File: src/rtl/prj_pkg.sv
// ---------------------------------------------------------------------------
// prj_pkg
// shared types, constants and helpers for the point rotate and project block
// ---------------------------------------------------------------------------
package prj_pkg;

  localparam int unsigned FRAME_WIDTH_DEF  = 640;
  localparam int unsigned FRAME_HEIGHT_DEF = 640;

  localparam int unsigned POS_W   = 24;
  localparam int unsigned DELTA_W = 48;
  localparam int unsigned TRIG_W  = 16;
  localparam int unsigned PIX_W   = 16;
  localparam int unsigned NUM_W   = 63;
  localparam int unsigned DEN_W   = 52;
  localparam int unsigned QUO_W   = 17;
  localparam int unsigned DIV_LAT = QUO_W + 1;

  localparam logic [23:0]        SCALE_RESET = 24'd52429;
  localparam logic signed [15:0] ONE_Q14     = 16'sd16384;
  localparam logic signed [25:0] HALF_Q16    = 26'sd32768;
  localparam logic signed [48:0] EYE_OFS     = 49'sd131072;

  typedef enum logic [2:0] {
    REG_MODE      = 3'd0,
    REG_SHIFT_X   = 3'd1,
    REG_SHIFT_Y   = 3'd2,
    REG_SHIFT_Z   = 3'd3,
    REG_SCALE     = 3'd4,
    REG_ROT_ZX    = 3'd5,
    REG_ROT_Y     = 3'd6
  } cfg_idx_e;

  typedef struct packed {
    logic vld;
    logic fe;
  } ctl_t;

  typedef struct packed {
    logic [PIX_W-1:0] px2;
    logic [PIX_W-1:0] py2;
    logic             behind;
    logic             sx;
    logic             sy;
  } side_t;

  function automatic logic [PIX_W-1:0] sat16(input logic signed [63:0] v);
    logic [PIX_W-1:0] r;
    if (v > 64'sd32767) begin
      r = 16'h7fff;
    end else if (v < -64'sd32768) begin
      r = 16'h8000;
    end else begin
      r = v[PIX_W-1:0];
    end
    return r;
  endfunction

endpackage

File: src/rtl/prj_div.sv
// ---------------------------------------------------------------------------
// prj_div
// pipelined restoring divider, one quotient bit per stage, overflow flag
// ---------------------------------------------------------------------------
module prj_div import prj_pkg::*; (
  input  logic              clk_i,
  input  logic              adv_i,
  input  logic [NUM_W-1:0]  num_i,
  input  logic [DEN_W-1:0]  den_i,
  output logic [QUO_W-1:0]  quo_o,
  output logic              ovf_o
);

  localparam int unsigned CW = NUM_W + QUO_W;

  logic [NUM_W-1:0] rem_q [QUO_W+1];
  logic [DEN_W-1:0] den_q [QUO_W+1];
  logic [QUO_W-1:0] quo_q [QUO_W+1];
  logic             ovf_q [QUO_W+1];

  always_ff @(posedge clk_i) begin
    if (adv_i) begin
      rem_q[0] <= num_i;
      den_q[0] <= den_i;
      quo_q[0] <= '0;
      ovf_q[0] <= CW'(num_i) >= (CW'(den_i) << QUO_W);
    end
  end

  for (genvar k = 0; k < QUO_W; k++) begin : g_step
    localparam int unsigned BIT = QUO_W - 1 - k;
    logic [CW-1:0] dsh;
    logic          ge;
    assign dsh = CW'(den_q[k]) << BIT;
    assign ge  = CW'(rem_q[k]) >= dsh;
    always_ff @(posedge clk_i) begin
      if (adv_i) begin
        rem_q[k+1] <= ge ? NUM_W'(CW'(rem_q[k]) - dsh) : rem_q[k];
        den_q[k+1] <= den_q[k];
        quo_q[k+1] <= quo_q[k] | (QUO_W'(ge) << BIT);
        ovf_q[k+1] <= ovf_q[k];
      end
    end
  end

  assign quo_o = quo_q[QUO_W];
  assign ovf_o = ovf_q[QUO_W];

endmodule

File: config.mk
export PLATFORM = sky130hd
export DESIGN_NAME = prj_div
export DESIGN_NICKNAME = d
export VERILOG_FILES = /design/src/rtl/prj_pkg.sv /design/src/rtl/prj_div.sv
export SDC_FILE = /design/constraint.sdc
export NUM_CORES = 2
export LEC_CHECK = 0
export BUFFER_PORTS_ARGS = -buffer_cell sky130_fd_sc_hd__buf_2
export CAP_MARGIN = 20
export CORE_MARGIN = 2
export CORE_UTILIZATION = 50
export CTS_BUF_LIST = sky130_fd_sc_hd__clkbuf_16
export CTS_CLUSTER_DIAMETER = 30
export CTS_CLUSTER_SIZE = 24
export DETAILED_ROUTE_END_ITERATION = 10
export HOLD_SLACK_MARGIN = 0.15
export PLACE_DENSITY_LB_ADDON = 0.3
export SKIP_LAST_GASP = 1
export SYNTH_ARGS = -nofsm -noshare
export SYNTH_HDL_FRONTEND = slang
export SYNTH_SLANG_ARGS = --single-unit
File: constraint.sdc
create_clock -name clk_i -period 6.2 [get_ports clk_i]
set_input_delay 0.31 -clock clk_i [delete_from_list [all_inputs] [get_ports clk_i]]
set_output_delay 0.31 -clock clk_i [all_outputs]
set_load 0.02 [all_outputs]
---- Yosys cells after proc, flatten, opt, wreduce, memory -nomap -nowiden ----
Memories as Yosys holds them, arrays and structs flattened.
Index checks and enable logic that the tools add are counted.
word-level totals
  RAM bits ................................ 2394
  logic and storage cells ................. 75
  output and inout bits ................... 18
  input bits .............................. 117
  flip-flop bits (word level) ............. 0
  memories kept ........................... 4
memory list
  name   words  width  read ports  clocked after Yosys merged registers in  wr ports  line           text
  rem_q  18     63     17          0                                        18        prj_div.sv:16  logic [NUM_W-1:0] rem_q [QUO_W+1];
  den_q  18     52     17          0                                        18        prj_div.sv:17  logic [DEN_W-1:0] den_q [QUO_W+1];
  quo_q  18     17     18          0                                        18        prj_div.sv:18  logic [QUO_W-1:0] quo_q [QUO_W+1];
  ovf_q  18     1      18          0                                        18        prj_div.sv:19  logic ovf_q [QUO_W+1];
operators by class
  mux-type cells .......................... 19
  $lt $le $gt $ge ......................... 18
  bitwise logic cells ..................... 17
  $add $sub $neg .......................... 17
operators with widths
  kind                                              number
  63-bit two-way mux                                17
  63-bit subtractor                                 6
  63-bit by 69-bit >= comparator with 1-bit output  1
  63-bit by 68-bit >= comparator with 1-bit output  1
  63-bit by 67-bit >= comparator with 1-bit output  1
  63-bit by 66-bit >= comparator with 1-bit output  1
  63-bit by 65-bit >= comparator with 1-bit output  1
  63-bit by 64-bit >= comparator with 1-bit output  1
  63-bit by 52-bit >= comparator with 1-bit output  1
  63-bit by 53-bit >= comparator with 1-bit output  1
  63-bit by 54-bit >= comparator with 1-bit output  1
  63-bit by 55-bit >= comparator with 1-bit output  1
  63-bit by 56-bit >= comparator with 1-bit output  1
  63-bit by 57-bit >= comparator with 1-bit output  1
  63-bit by 58-bit >= comparator with 1-bit output  1
  63-bit by 59-bit >= comparator with 1-bit output  1
  63-bit by 60-bit >= comparator with 1-bit output  1
  63-bit by 61-bit >= comparator with 1-bit output  1
  63-bit by 62-bit >= comparator with 1-bit output  1
  63-bit >= comparator                              1
  63-bit by 52-bit subtractor with 63-bit output    1
  63-bit by 53-bit subtractor with 63-bit output    1
  63-bit by 54-bit subtractor with 63-bit output    1
  63-bit by 55-bit subtractor with 63-bit output    1
  other kinds (25)                                  26

---- Logic depth before layout (Yosys ltp) ----
An unclocked memory read counts as a cell.
  word-level depth ........................ 3
  mapped depth ............................ 19
  gate-level depth less buffers ........... 17

---- Least setup slack after synthesis ----
Ideal clock, no wire load.
  path kind ............................... register to register
  start ................................... memory rem_q[9][7]
  end ..................................... memory rem_q[10][8], data pin
  arrival ................................. 3539 ps
  stages on the path, launching flop included .. 18
  required time ........................... 5940 ps
  buffers on the path ..................... 2
  period minus slack after synthesis ...... 3799 ps
  library setup time ...................... 260 ps
  setup slack ............................. 2401 ps
  path through ............................ edfxtp_1 -> inv_1 -> ha_1 -> inv_1 -> fa_1 -> a211oi_1 -> o211ai_2 -> a41oi_2 -> o21a_1 -> a31o_2 -> o21ai_4 -> a21oi_2 -> o31ai_4 -> a31oi_2 -> o211a_1 -> buf_6 -> buf_6 -> mux2_2
RTL lines
  what             line
  start, declared  prj_div.sv:16

==> flow_metrics.py <==
metrics = {
    "power": {
        "p_sw_share_pct": 33.4,
        "pwr-share-comb_pct": 33.3,
        "power_frac_seq_pct": 31.3,
        "finalPower_w": 0.0683,
        "powerDensity_nw_per_um2": 466,
        "p_clk_share_pct": 35.4,
        "power.switching_w": 0.0228,
        "vdd_drop_max_mv": 0.260,
        "p_leak_nw": 60.7,
        "internal-power_w": 0.0455,
    },
    "synth": {
        "synthFlopType": "edfxtp_1",
        "async_flop_share_pct": 0,
        "synth-seq-cells": 2126,
        "synth-edff-count": 2126,
        "syn-mean-instance-area_um2": 10.7,
        "netlist_instances": 11549,
        "ys_seq_area_share_pct": 51.5,
        "syn_nets": 12597,
        "netlist_area_um2": 124000,
        "ys.warnings.count": 0,
        "netlist-cell-type-count": 100,
    },
    "grt": {
        "grt_pass1_vias": 92569,
        "overflow": 0,
        "grt_pass1_wl_um": 497000,
        "grt_max_degree": 178,
        "antenna_found_initial": 6,
        "grt_use_total_pct": 25.2,
    },
    "sta": {
        "setup_tns_ns": 0,
        "finalHoldViolations": 0,
        "rsz0062_at_grt": "false",
        "finalCritPeriodShare_pct": 86.7,
        "worst_pin_slew_ns": 1.20,
        "fmax_mhz": 186,
        "setup-violations-final": 0,
        "skew_ns": 0.138,
        "hold_slack_ns": 0.398,
        "slew_headroom_pct": 19.5,
        "period_minus_slack_ns": 5.37,
        "drv_slew": 0,
    },
    "cts": {
        "postCtsHoldBufs": 233,
        "clk_root_buffer_cell": "clkbuf_16",
        "cts_max_path_buffers": 4,
        "cts_setup_buffers": 0,
        "cts_tree": "yes",
        "ctsResizeCount": 0,
        "cts_sinks": 2126,
        "cts_made_buffers": 467,
        "clkLatencyLatePin_ns": 1.01,
        "clk_pin_slew_ns": 0.06,
        "h-tree-depth": 5,
    },
    "critical_path": {
        "end_kind": "flop",
        "cp-start-kind": "flop",
        "arrival_ns": 6.07,
        "worst_path_max_delay_cell": "o31ai_4",
        "cpPeakStageDelay_ns": 0.71,
        "crit_chain": "ha_1 > inv_1 > fa_1 > a211oi_1 > o21ai_1 > a21boi_1 > nor4_2 > or4b_1 > nand4_1 > o31ai_1 > a21oi_1 > o21a_1 > o31ai_4 > buf_12 > mux2_2",
        "crit_required_ns": 6.90,
        "path_class": "reg -> reg",
        "reg2reg_depth": 15,
        "cp.depth": 15,
        "critPathBufInv": 2,
        "path_delay_family": "compound AO/OA/AOI/OAI gates",
        "cp_max_fo": 61,
    },
    "die": {
        "core_um2": 246000,
        "die_x_um": 502,
        "initial_core_util_pct": 50.4,
        "dieArea_um2": 252000,
        "fp-row-count": 182,
        "io_pins": 135,
        "dieHeight_um": 502,
    },
    "final_layout": {
        "fillCellCount": 19614,
        "drive_gt1_share_pct": 10.4,
        "final_cells": 15831,
        "num-nets-final": 13186,
        "area_growth_pct": 18.3,
        "multi_input_area_um2": 54300,
        "register_area_um2": 63800,
        "final_util_pct": 59.6,
    },
    "placed_design": {
        "hpwl_um": 245000,
        "place_inst": 14748,
        "routabilityCongestion": 0.964,
        "numPortBuffers": 134,
    },
    "hold_path": {
        "min_path_cells": 0,
        "hold_class": "reg -> reg",
    },
    "detailed_routing": {
        "drt_wl_total_um": 322000,
        "firstDrtPassIters": 6,
        "ant_nets": 0,
        "drtIter0Drc": 5463,
        "post_drt_wl_per_cell_um": 20.3,
        "drc_errors": 0,
        "viasPerCell": 5.61,
        "vias": 88843,
    },
    "flow_run": {
        "maxCapViolCount": 0,
    },
    "run_status": {
        "status": "finished clean",
    },
}
[stage by stage]
| stage | area, um2 | worst slack, ns |
|---|---|---|
| floorplan | 124000 | 2.40 |
| global placement | 129000 | 1.07 |
| detailed placement | 129000 | 1.01 |
| CTS | 147000 | 0.895 |
| global route | 147000 | 0.564 |
| finish | 147000 | 0.826 |
[power groups by stage]
| stage | Combinational, W | Sequential [W] | Clock [W] |
|---|---|---|---|
| 3_3_place_gp | 0.0220 | 0.0216 | 0 |
| 4_1_cts | 0.0226 | 0.0214 | 0.0246 |
| 6_report | 0.0228 | 0.0214 | 0.0242 |
| 2_1_floorplan | 0.0167 | 0.0209 | 0 |
| 5_1_grt | 0.0252 | 0.0217 | 0.0253 |
| 3_5_place_dp | 0.0224 | 0.0216 | 0 |
[kinds of logic (layout without fill, tap and decap cells)]
family | after synthesis | after routing | share of synthesized area [%]
buf+inv | 1534 | 2496 | 4.78
mux | 215 | 215 | 1.94
simple gates | 2621 | 2621 | 10.1
xor+xnor | 795 | 795 | 5.62
fa+ha+maj | 931 | 931 | 9.49
flops | 2126 | 2126 | 51.5
compound gates | 3327 | 3327 | 16.5
other cells | 0 | 8 | 0
[cell usage in the layout, fill, tap and decap left out, drive strengths merged, types with 260 or more instances in the layout]
cell / Yosys / layout
ha: 915 / 915
a21oi: 1083 / 1083
nor2: 618 / 618
xnor2: 458 / 458
edfxtp: 2126 / 2126
xor2: 337 / 337
buf: 88 / 260
clkbuf: 285 / 468
o21ai: 867 / 867
a21o: 545 / 545
inv: 1161 / 1248
nand2: 899 / 899
[Yosys cell counts (all sizes together) (18+ instances only)]
cell type,instances,share of area [%]
o211ai,40,0.25
nor4,83,0.42
a41oi,22,0.16
xor2,337,2.4
nor3,118,0.49
inv,1161,3.5
nor2,618,1.9
and4,33,0.23
buf,88,0.40
o21ai,867,3.5
a221oi,26,0.20
a21o,545,3.3
a211oi,78,0.47
xnor2,458,3.2
or3,30,0.15
or2,23,0.12
nand3,152,0.61
o31a,23,0.16
and3,88,0.44
edfxtp,2126,52
a31o,19,0.13
and2,59,0.30
o21a,108,0.66
a21oi,1083,4.4
nand2,899,2.7
o21bai,165,1.0
nor2b,104,0.52
mux2,202,1.8
clkbuf,285,0.87
nand4,236,1.2
nand2b,89,0.45
nor4b,20,0.14
o31ai,55,0.37
a31oi,91,0.47
a21boi,37,0.22
o2111ai,18,0.13
ha,915,9.2
[final timing paths]
kind                 startpoint  slack [ns]             to
setup / recovery    den_q[5][0]        0.83   rem_q[6][23]
hold / removal    quo_q[12][14]        0.40  quo_q[13][14]
setup reg to reg    den_q[5][0]        0.83   rem_q[6][23]
hold reg to reg   quo_q[12][14]        0.40  quo_q[13][14]
[layout make-up]
class                      count  share of cell area, %
inverter                    1161                   2.97
clock inverter               374                   2.71
multi-input combinational   7889                   37.0
timing repair buffer         493                   2.92
clock buffer                 468                   7.99
antenna                        8                 0.0137
sequential                  2126                   43.5
tap                         3312                   2.83
[sequential cells by signal, indices dropped and copies added, names as in the netlist]
name,cells
ovf_q,18
rem_q,1071
den_q,884
quo_q,153
[layer usage]
layer	routed length, um	vias to the layer above	GRT usage [%]
met4	27000	0	19.9
met3	11000	962	3.28
met1	112000	41777	24.1
met5	0	-	0
met2	172000	2464	48.2
li1	-	43640	-
Note: power is estimated with default switching activity, not from simulation.
